===== config.mk =====
export PLATFORM = sky130hd
export DESIGN_NAME = textured_wall_column_generator
export DESIGN_NICKNAME = d
export VERILOG_FILES = /design/src/hdl/twc_pkg.sv /design/src/hdl/twc_div.sv /design/src/hdl/twc_mul.sv /design/src/hdl/textured_wall_column_generator.sv
export SDC_FILE = /design/constraint.sdc
export NUM_CORES = 2
export LEC_CHECK = 0
export ABC_AREA = 1
export BUFFER_PORTS_ARGS = -buffer_cell sky130_fd_sc_hd__buf_2
export CELL_PAD_IN_SITES_DETAIL_PLACEMENT = 0
export CELL_PAD_IN_SITES_GLOBAL_PLACEMENT = 1
export CORE_MARGIN = 2
export CORE_UTILIZATION = 50
export CTS_BUF_LIST = sky130_fd_sc_hd__clkbuf_16
export CTS_CLUSTER_DIAMETER = 150
export CTS_CLUSTER_SIZE = 16
export DETAILED_ROUTE_END_ITERATION = 10
export GPL_TIMING_DRIVEN = 0
export PLACE_DENSITY_LB_ADDON = 0.05
export RECOVER_POWER = 100
export SLEW_MARGIN = 0
export SYNTH_ARGS = -nofsm -noshare
export SYNTH_HDL_FRONTEND = slang
export SYNTH_HIERARCHICAL = 1
export SYNTH_SLANG_ARGS = --single-unit

===== constraint.sdc =====
create_clock -name clk_i -period 18.5 [get_ports clk_i]
set_input_delay 2.775 -clock clk_i [delete_from_list [all_inputs] [get_ports clk_i]]
set_output_delay 2.775 -clock clk_i [all_outputs]
set_load 0.02 [all_outputs]

===== src/hdl/twc_pkg.sv =====
`timescale 1ns / 1ps
`default_nettype none
// ----------------------------------------------------------------------------
// twc_pkg
// Shared widths, constants and handshake structs of the textured wall column
// generator.
// ----------------------------------------------------------------------------
package twc_pkg;

  // screen geometry
  localparam int SCREEN_HEIGHT = 64;
  localparam int HALF_SCREEN   = SCREEN_HEIGHT / 2;
  localparam int LOW_HALF      = SCREEN_HEIGHT - HALF_SCREEN;
  localparam int ROW_W         = $clog2(SCREEN_HEIGHT);
  localparam int ROW_OUT_W     = 6;

  // configuration port
  localparam int NUM_REGS   = 8;
  localparam int NUM_TEX    = NUM_REGS / 2;
  localparam int CFG_IDX_W  = 4;
  localparam int DIM_W      = 11;
  localparam logic [DIM_W-1:0] DIM_RESET = DIM_W'(64);

  // item fields
  localparam int COL_W   = 10;
  localparam int DIST_W  = 20;
  localparam int DIR_W   = 16;
  localparam int POS_W   = 20;
  localparam int TEXEL_W = 10;
  localparam int TID_W   = 2;

  localparam int IN_DATA_W  = 104;
  localparam int OUT_DATA_W = 40;

  // texture ids
  localparam logic [TID_W-1:0] TEX_NORTH = 2'd0;
  localparam logic [TID_W-1:0] TEX_SOUTH = 2'd1;
  localparam logic [TID_W-1:0] TEX_EAST  = 2'd2;
  localparam logic [TID_W-1:0] TEX_WEST  = 2'd3;

  // arithmetic widths
  localparam int H_W       = 16;
  localparam int HALF_W    = H_W - 1;
  localparam int ACC_W     = 27;
  localparam int ACC_FRAC  = 16;
  localparam int FRAC_W    = 26;
  localparam int POS_SHIFT = 14;
  localparam int POS_LO_W  = FRAC_W - POS_SHIFT;

  // shared divider
  localparam int DVD_W   = 27;
  localparam int DVS_W   = 20;
  localparam int CNT_W   = 5;
  localparam int H_NUM   = SCREEN_HEIGHT * 4096;
  localparam int H_NUM_W = $clog2(H_NUM + 1);
  localparam logic [DVD_W-1:0] H_DIVIDEND  = DVD_W'(H_NUM) << (DVD_W - H_NUM_W);
  localparam logic [CNT_W-1:0] H_STEPS     = CNT_W'(H_NUM_W);
  localparam logic [CNT_W-1:0] STEP_STEPS  = CNT_W'(DVD_W);

  // shared multiplier
  localparam int MUL_A_W = 28;
  localparam int MUL_B_W = 21;
  localparam int MUL_P_W = MUL_A_W + MUL_B_W;

  typedef struct packed {
    logic              start;
    logic [DVD_W-1:0]  dividend;
    logic [DVS_W-1:0]  divisor;
    logic [CNT_W-1:0]  steps;
  } div_req_t;

  typedef struct packed {
    logic              done;
    logic [DVD_W-1:0]  quotient;
  } div_rsp_t;

endpackage
`default_nettype wire


===== src/hdl/twc_div.sv =====
`timescale 1ns / 1ps
`default_nettype none
// ----------------------------------------------------------------------------
// twc_div
// Restoring divider, one quotient bit per cycle, left-aligned dividend.
// ----------------------------------------------------------------------------
module twc_div
  import twc_pkg::*;
(
  input  wire logic     clk_i,
  input  wire logic     rst_ni,
  input  wire div_req_t req_i,
  output div_rsp_t      rsp_o
);

  logic             active_q, active_d;
  logic             done_q, done_d;
  logic [CNT_W-1:0] cnt_q, cnt_d;
  logic [DVS_W-1:0] rem_q;
  logic [DVD_W-1:0] dvd_q;
  logic [DVD_W-1:0] quo_q;
  logic [DVS_W-1:0] dvs_q;

  logic [DVS_W:0]   trial;
  logic [DVS_W:0]   diff;
  logic             ge;

  assign trial = {rem_q, dvd_q[DVD_W-1]};
  assign diff  = trial - {1'b0, dvs_q};
  assign ge    = trial >= {1'b0, dvs_q};

  always_comb begin
    active_d = active_q;
    cnt_d    = cnt_q;
    done_d   = 1'b0;
    if (req_i.start) begin
      active_d = 1'b1;
      cnt_d    = req_i.steps;
    end else if (active_q) begin
      cnt_d = cnt_q - 1'b1;
      if (cnt_q == CNT_W'(1)) begin
        active_d = 1'b0;
        done_d   = 1'b1;
      end
    end
  end

  always_ff @(posedge clk_i or negedge rst_ni) begin
    if (!rst_ni) begin
      active_q <= 1'b0;
      done_q   <= 1'b0;
      cnt_q    <= '0;
    end else begin
      active_q <= active_d;
      done_q   <= done_d;
      cnt_q    <= cnt_d;
    end
  end

  always_ff @(posedge clk_i) begin
    if (req_i.start) begin
      rem_q <= '0;
      dvd_q <= req_i.dividend;
      dvs_q <= req_i.divisor;
      quo_q <= '0;
    end else if (active_q) begin
      rem_q <= ge ? diff[DVS_W-1:0] : trial[DVS_W-1:0];
      dvd_q <= {dvd_q[DVD_W-2:0], 1'b0};
      quo_q <= {quo_q[DVD_W-2:0], ge};
    end
  end

  assign rsp_o.done     = done_q;
  assign rsp_o.quotient = quo_q;

endmodule
`default_nettype wire


===== src/hdl/twc_mul.sv =====
`timescale 1ns / 1ps
`default_nettype none
// ----------------------------------------------------------------------------
// twc_mul
// Shared signed multiplier with a registered product.
// ----------------------------------------------------------------------------
module twc_mul
  import twc_pkg::*;
(
  input  wire logic                       clk_i,
  input  wire logic signed [MUL_A_W-1:0]  a_i,
  input  wire logic signed [MUL_B_W-1:0]  b_i,
  output logic signed [MUL_P_W-1:0]       p_o
);

  logic signed [MUL_P_W-1:0] prod_q;

  always_ff @(posedge clk_i) begin
    prod_q <= MUL_P_W'(a_i) * MUL_P_W'(b_i);
  end

  assign p_o = prod_q;

endmodule
`default_nettype wire


===== src/hdl/textured_wall_column_generator.sv =====
`timescale 1ns / 1ps
`default_nettype none
// ----------------------------------------------------------------------------
// textured_wall_column_generator
// Turns one column's ray hit into a run of texel coordinates, one per row.
// sequence after accept: the slice height divide, the wall multiply and texel
//   column, the row step divide and the start offset multiply; then one row per
//   cycle while tready is high
// columns do not overlap: a new hit is accepted only once the sequencer is back
//   in idle after the last row of the previous column
// reset: async active low; texture sizes return to 64, sequencer to idle
// ----------------------------------------------------------------------------
module textured_wall_column_generator
  import twc_pkg::*;
(
  input  wire logic                  clk_i,
  input  wire logic                  rst_ni,
  // config
  input  wire logic                  cfg_we_i,
  input  wire logic [CFG_IDX_W-1:0]  cfg_idx_i,
  input  wire logic [DIM_W-1:0]      cfg_data_i,
  // ray hit in
  input  wire logic                  s_axis_tvalid,
  output logic                       s_axis_tready,
  // column[9:0], perp_dist[29:10], dir_x[45:30], dir_y[61:46],
  // pos_x[81:62], pos_y[101:82], zero pad[103:102]
  input  wire logic [IN_DATA_W-1:0]  s_axis_tdata,
  // hit_side[0]
  input  wire logic                  s_axis_tuser,
  // texel out
  output logic                       m_axis_tvalid,
  input  wire logic                  m_axis_tready,
  // out_column[9:0], row[15:10], texel_x[25:16], texel_y[35:26], zero pad[39:36]
  output logic [OUT_DATA_W-1:0]      m_axis_tdata,
  // texture_id[1:0]
  output logic [TID_W-1:0]           m_axis_tuser,
  output logic                       m_axis_tlast
);

  typedef enum logic [9:0] {
    ST_IDLE = 10'b00_0000_0001,
    ST_DIVH = 10'b00_0000_0010,
    ST_MULW = 10'b00_0000_0100,
    ST_FRAC = 10'b00_0000_1000,
    ST_MULX = 10'b00_0001_0000,
    ST_TEXX = 10'b00_0010_0000,
    ST_DIVS = 10'b00_0100_0000,
    ST_MULA = 10'b00_1000_0000,
    ST_ACCM = 10'b01_0000_0000,
    ST_EMIT = 10'b10_0000_0000
  } state_e;

  state_e state_q, state_d;

  // texture size registers
  logic [DIM_W-1:0] tex_w_q [NUM_TEX];
  logic [DIM_W-1:0] tex_h_q [NUM_TEX];

  always_ff @(posedge clk_i or negedge rst_ni) begin
    if (!rst_ni) begin
      for (int i = 0; i < NUM_TEX; i++) begin
        tex_w_q[i] <= DIM_RESET;
        tex_h_q[i] <= DIM_RESET;
      end
    end else if (cfg_we_i && (cfg_idx_i < CFG_IDX_W'(NUM_REGS))) begin
      if (cfg_idx_i[0]) begin
        tex_h_q[cfg_idx_i[TID_W:1]] <= cfg_data_i;
      end else begin
        tex_w_q[cfg_idx_i[TID_W:1]] <= cfg_data_i;
      end
    end
  end

  // input unpack
  logic [COL_W-1:0]         in_col;
  logic [DIST_W-1:0]        in_perp;
  logic signed [DIR_W-1:0]  in_dx, in_dy;
  logic [POS_W-1:0]         in_px, in_py;
  logic                     in_side;
  logic [TID_W-1:0]         in_tid;

  assign in_col  = s_axis_tdata[9:0];
  assign in_perp = s_axis_tdata[29:10];
  assign in_dx   = s_axis_tdata[45:30];
  assign in_dy   = s_axis_tdata[61:46];
  assign in_px   = s_axis_tdata[81:62];
  assign in_py   = s_axis_tdata[101:82];
  assign in_side = s_axis_tuser;

  always_comb begin
    if (in_side) begin
      in_tid = in_dy[DIR_W-1] ? TEX_SOUTH : TEX_NORTH;
    end else begin
      in_tid = in_dx[DIR_W-1] ? TEX_EAST : TEX_WEST;
    end
  end

  logic in_hs, out_hs;
  assign s_axis_tready = (state_q == ST_IDLE);
  assign in_hs         = s_axis_tvalid && s_axis_tready;

  // per-column registers
  logic [COL_W-1:0]        col_q;
  logic [DIST_W-1:0]       perp_q;
  logic signed [DIR_W-1:0] dir_q;
  logic [POS_LO_W-1:0]     pos_q;
  logic [TID_W-1:0]        tid_q;
  logic [DIM_W-1:0]        wid_q;
  logic [DIM_W-1:0]        theight_q;
  logic [H_W-1:0]          h_q;
  logic [FRAC_W-1:0]       frac_q;
  logic [TEXEL_W-1:0]      tx_q;
  logic [ACC_W-1:0]        step_q;
  logic [ACC_W-1:0]        accum_q;
  logic [ROW_W-1:0]        cur_row_q;
  logic [ROW_W-1:0]        end_row_q;

  // shared units
  div_req_t div_req;
  div_rsp_t div_rsp;
  logic signed [MUL_A_W-1:0] mul_a;
  logic signed [MUL_B_W-1:0] mul_b;
  logic signed [MUL_P_W-1:0] mul_p;

  twc_div u_div (
    .clk_i  (clk_i),
    .rst_ni (rst_ni),
    .req_i  (div_req),
    .rsp_o  (div_rsp)
  );

  twc_mul u_mul (
    .clk_i (clk_i),
    .a_i   (mul_a),
    .b_i   (mul_b),
    .p_o   (mul_p)
  );

  // slice height, saturated
  logic [H_W-1:0] h_sat;
  assign h_sat = (|div_rsp.quotient[DVD_W-1:H_W]) ? '1 : div_rsp.quotient[H_W-1:0];

  always_comb begin
    div_req.start = (in_hs) || ((state_q == ST_DIVH) && div_rsp.done);
    if (state_q == ST_IDLE) begin
      div_req.dividend = H_DIVIDEND;
      div_req.divisor  = in_perp;
      div_req.steps    = H_STEPS;
    end else begin
      div_req.dividend = {theight_q, {ACC_FRAC{1'b0}}};
      div_req.divisor  = {{(DVS_W-H_W){1'b0}}, h_q};
      div_req.steps    = STEP_STEPS;
    end
    // dividing by the fresh slice height before it lands in h_q
    if (state_q == ST_DIVH) begin
      div_req.divisor = {{(DVS_W-H_W){1'b0}}, h_sat};
    end
  end

  // row span from the slice height
  logic [HALF_W-1:0] half_h;
  logic [HALF_W-1:0] row_ofs;
  logic [ROW_W-1:0]  start_row;
  logic [ROW_W-1:0]  stop_row;

  assign half_h    = h_q[H_W-1:1];
  assign start_row = (half_h >= HALF_W'(HALF_SCREEN)) ? '0
                   : ROW_W'(HALF_SCREEN) - half_h[ROW_W-1:0];
  assign stop_row  = (half_h >= HALF_W'(LOW_HALF)) ? ROW_W'(SCREEN_HEIGHT - 1)
                   : half_h[ROW_W-1:0] + ROW_W'(HALF_SCREEN);
  assign row_ofs   = (half_h > HALF_W'(HALF_SCREEN)) ? half_h - HALF_W'(HALF_SCREEN)
                   : '0;

  always_comb begin
    case (state_q)
      ST_MULW: begin
        mul_a = $signed({{(MUL_A_W-DIST_W){1'b0}}, perp_q});
        mul_b = MUL_B_W'(dir_q);
      end
      ST_MULX: begin
        mul_a = $signed({{(MUL_A_W-FRAC_W){1'b0}}, frac_q});
        mul_b = $signed({{(MUL_B_W-DIM_W){1'b0}}, wid_q});
      end
      default: begin
        mul_a = $signed({{(MUL_A_W-ACC_W){1'b0}}, step_q});
        mul_b = $signed({{(MUL_B_W-HALF_W){1'b0}}, row_ofs});
      end
    endcase
  end

  // wall hit fraction and texel column
  logic [FRAC_W-1:0] wall_frac;
  logic [DIM_W-1:0]  tx_raw;
  assign wall_frac = mul_p[FRAC_W-1:0] + {pos_q, {POS_SHIFT{1'b0}}};
  assign tx_raw    = mul_p[FRAC_W+DIM_W-1:FRAC_W];

  // texel row, clamped to the texture
  logic [DIM_W-1:0]   ty_raw;
  logic [DIM_W-1:0]   h_m1;
  logic [DIM_W-1:0]   ty_clip;
  logic [TEXEL_W-1:0] texel_y;
  logic [ROW_W-1:0]   next_row;
  logic               is_last;

  assign ty_raw   = accum_q[ACC_W-1:ACC_FRAC];
  assign h_m1     = theight_q - 1'b1;
  assign next_row = cur_row_q + 1'b1;
  assign is_last  = (next_row == end_row_q);

  always_comb begin
    if (theight_q == '0) begin
      ty_clip = '0;
    end else if (ty_raw > h_m1) begin
      ty_clip = h_m1;
    end else begin
      ty_clip = ty_raw;
    end
  end
  assign texel_y = ty_clip[DIM_W-1] ? '1 : ty_clip[TEXEL_W-1:0];

  assign m_axis_tvalid = (state_q == ST_EMIT);
  assign out_hs        = m_axis_tvalid && m_axis_tready;
  assign m_axis_tdata  = {4'b0, texel_y, tx_q, ROW_OUT_W'(cur_row_q), col_q};
  assign m_axis_tuser  = tid_q;
  assign m_axis_tlast  = is_last;

  // sequencer
  always_comb begin
    state_d = state_q;
    unique case (state_q)
      ST_IDLE: if (in_hs) state_d = ST_DIVH;
      ST_DIVH: if (div_rsp.done) state_d = ST_MULW;
      ST_MULW: state_d = ST_FRAC;
      ST_FRAC: state_d = ST_MULX;
      ST_MULX: state_d = ST_TEXX;
      ST_TEXX: state_d = ST_DIVS;
      ST_DIVS: if (div_rsp.done) state_d = ST_MULA;
      ST_MULA: state_d = ST_ACCM;
      ST_ACCM: state_d = (start_row < stop_row) ? ST_EMIT : ST_IDLE;
      ST_EMIT: if (out_hs && is_last) state_d = ST_IDLE;
      default: state_d = ST_IDLE;
    endcase
  end

  always_ff @(posedge clk_i or negedge rst_ni) begin
    if (!rst_ni) begin
      state_q   <= ST_IDLE;
      cur_row_q <= '0;
      end_row_q <= '0;
    end else begin
      state_q <= state_d;
      if (state_q == ST_ACCM) begin
        cur_row_q <= start_row;
        end_row_q <= stop_row;
      end else if (out_hs) begin
        cur_row_q <= next_row;
      end
    end
  end

  always_ff @(posedge clk_i) begin
    if (in_hs) begin
      col_q     <= in_col;
      perp_q    <= in_perp;
      dir_q     <= in_side ? in_dx : in_dy;
      pos_q     <= in_side ? in_px[POS_LO_W-1:0] : in_py[POS_LO_W-1:0];
      tid_q     <= in_tid;
      wid_q     <= tex_w_q[in_tid];
      theight_q <= tex_h_q[in_tid];
    end
    if ((state_q == ST_DIVH) && div_rsp.done) begin
      h_q <= h_sat;
    end
    if (state_q == ST_FRAC) begin
      frac_q <= wall_frac;
    end
    if (state_q == ST_TEXX) begin
      tx_q <= tx_raw[DIM_W-1] ? '1 : tx_raw[TEXEL_W-1:0];
    end
    if ((state_q == ST_DIVS) && div_rsp.done) begin
      step_q <= div_rsp.quotient[ACC_W-1:0];
    end
    if (state_q == ST_ACCM) begin
      accum_q <= mul_p[ACC_W-1:0];
    end else if (out_hs) begin
      accum_q <= accum_q + step_q;
    end
  end

  // checks
  a_ready_xor_valid: assert property (@(posedge clk_i) disable iff (!rst_ni)
    !(s_axis_tready && m_axis_tvalid))
    else $error("input ready while a row item is pending");

  a_last_returns_idle: assert property (@(posedge clk_i) disable iff (!rst_ni)
    (m_axis_tvalid && m_axis_tready && m_axis_tlast) |=> s_axis_tready)
    else $error("sequencer did not return to idle after the last row");

  a_accept_goes_busy: assert property (@(posedge clk_i) disable iff (!rst_ni)
    (s_axis_tvalid && s_axis_tready) |=> !s_axis_tready)
    else $error("still ready after accepting an item");

  a_row_in_span: assert property (@(posedge clk_i) disable iff (!rst_ni)
    m_axis_tvalid |-> (cur_row_q < end_row_q))
    else $error("emitted row outside the column span");

endmodule
`default_nettype wire

==> results.py <==
metrics = {
    "clock_network": {
        "cts_resized": 0,
        "cts.sinks": 436,
        "cts_hold_buf": 0,
        "root_buffer": "clkbuf_16",
        "clkTransAtPathRegs_ns": 0.08,
        "cts_setup_buffers": 0,
        "clock_latency_ns": 0.63,
        "cts_buffers": 31,
        "clock_path_buffers": 3,
        "cts_tree": "yes",
        "h-tree-depth": 1,
    },
    "place": {
        "gp_congestion": 0.960,
        "post-dp-hpwl_um": 106000,
        "io_buffers": 146,
        "placed_area_um2": 42600,
    },
    "sta": {
        "timing.final.crit_share_pct": 59.7,
        "final.setup.tns_ns": 0,
        "rsz0062_at_grt": "no",
        "finalHoldViolations": 0,
        "max_freq_mhz": 90.5,
        "skew_ns": 0.0437,
        "tightest_slew_ns": 3.76,
        "post-route-min-period_ns": 11.05,
        "drv_slew": 245,
        "setup_viol": 0,
        "slew_headroom_pct": -151,
    },
    "setup_path": {
        "cp.buffers_inverters": 7,
        "critPathMaxFanout": 10,
        "critical-path-top-delay-family": "adder cells",
        "slowest_delay_ns": 1.04,
        "cp_common_cell": "nand2_1",
        "cp.required_ns": 19.05,
        "crit_path_top_delay_cell": "nor2_1",
        "critPathArrivalTime_ns": 11.60,
        "worstSetupEndpointType": "flop",
        "startpoint_type": "flop",
        "criticalPathCategory": "reg2reg",
    },
    "detailed_routing": {
        "first_pass_iters": 6,
        "drc": 0,
        "avgRoutedWirePerCell_um": 20.1,
        "routed_wl_um": 128000,
        "num_vias": 32812,
        "viasPerCell": 5.17,
        "drtIter0Drc": 2819,
        "postRouteAntennaNets": 0,
    },
    "run_status": {
        "status": "complete, but fails checks",
        "violations": "capacitance limit, slew limit",
    },
    "die": {
        "die_x_um": 288,
        "initial_core_util_pct": 50.3,
        "die_y_um": 288,
        "fp.coreArea_um2": 80200,
        "io_pins": 170,
        "fp-row-count": 104,
        "dieArea_um2": 82900,
    },
    "global_routing": {
        "antenna_found_initial": 1,
        "grt_max_degree": 66,
        "overflow": 0,
        "grt_pass1_wl_um": 195000,
        "grt_pass1_vias": 32117,
        "grt_usage_pct": 31.4,
    },
    "yosys": {
        "synth_warnings": 6,
        "synth_area_um2": 40300,
        "syn_inst": 5048,
        "syn_area_per_cell_um2": 7.98,
    },
    "power_and_ir_drop": {
        "p_leak_uw": 0.0231,
        "ir_worst_vdd_v": 0.000113,
        "powerDensity_nw_per_um2": 122,
    },
    "finish": {
        "nNetsFinal": 6046,
        "post-route-cell-area_um2": 43200,
        "syn_to_final_growth_pct": 7.21,
        "drive_above_1_share_pct": 4.70,
    },
    "worst_hold_path": {
        "hp-class": "reg2reg",
    },
    "job": {
        "maxCapViolCount": 6,
    },
}
## registers in the layout, summed over array words and instances (netlist names), 2 cells and up
signal and cells:
pos_q 12, step_q 27, tex_h_q 44, m_axis_tuser 2, u_mul/p_o 37, u_div/dvs_q 20, u_div/dvd_q 27, col_q 10
u_div/rem_q 20, tex_w_q 44, theight_q 11, cur_row_q 6, dir_q 16, state_q 10, end_row_q 6, u_div/quo_q 27
frac_q 26, wid_q 11, u_div/cnt_q 5, h_q 16, perp_q 20, tx_q 10, accum_q 27
## power breakdown
group	internal, uW	switching [uW]
Combinational	1040	2110
Sequential	1330	133
Clock	313	352
## final timing paths
path | start | endpoint | slack [ns] | depth (start not counted)
setup reg to reg | state_q[7] | u_mul/p_o[29] | 7.45 | 30
hold reg to reg | u_mul/p_o[0] | frac_q[0] | 0.46 | 0
hold / removal | u_mul/p_o[0] | frac_q[0] | 0.46 | 0
max in group asynchronous | rst_ni | state_q[2] | 10.78 | 2
min in group asynchronous | rst_ni | tex_h_q[27] | 3.04 | 1
setup / recovery | state_q[7] | u_mul/p_o[29] | 7.45 | 30
## per-layer routing
| layer | GRT usage [%] | up-vias | share of wire (%) |
|---|---|---|---|
| met4 | 6.53 | 0 | 2.4 |
| met1 | 48.4 | 15973 | 47 |
| met2 | 47.0 | 1200 | 43 |
| met5 | 0 | - | 0 |
| met3 | 4.47 | 144 | 8.5 |
| li1 | - | 15495 | - |
## cell type report
cell class                      count  area (um^2)
Sequential cell                   436        11700
Antenna cell                        1         2.50
Buffer                            209          851
Clock buffer                       32          801
Timing Repair Buffer              153          679
Clock inverter                     25          115
Multi-Input combinational cell   3258        23400
Fill cell                        8018        37000
Tap cell                         1060         1330
Inverter                         1169         4390
## layout by cell type, fill, tap and decap left out, types with 13 or more instances in the layout
cell / n
fa_1: 470
buf_1: 24
nand2_1: 1480
nand2_2: 32
a21oi_1: 111
o21ai_0: 198
nor3_1: 27
xnor2_1: 20
dfxtp_1: 84
o22ai_1: 54
inv_1: 1175
inv_2: 13
o211ai_1: 15
nand3_1: 181
nor2_1: 263
dfrtp_1: 108
clkbuf_16: 32
ha_1: 193
xor2_1: 52
clkbuf_1: 230
conb_1: 26
nand4_1: 25
edfxtp_1: 235
buf_2: 100
or2_2: 14
## metrics by stage
stage / std cells / utilization, % / setup slack (ns) / total power (uW) / hold slack, ns
2_1_floorplan: 5072 / - / 9.20 / 3550 / 0.409
3_3_place_gp: 6278 / 53.0 / 5.63 / 4570 / 0.445
3_5_place_dp: 6285 / 53.2 / 9.06 / 4570 / 0.438
4_1_cts: 6342 / 54.3 / 9.05 / 5260 / 0.458
5_1_grt: 6342 / 53.9 / 7.29 / 5700 / 0.482
6_report: 6343 / 53.9 / 7.45 / 5280 / 0.462
Power figures use the tool's default switching activity.
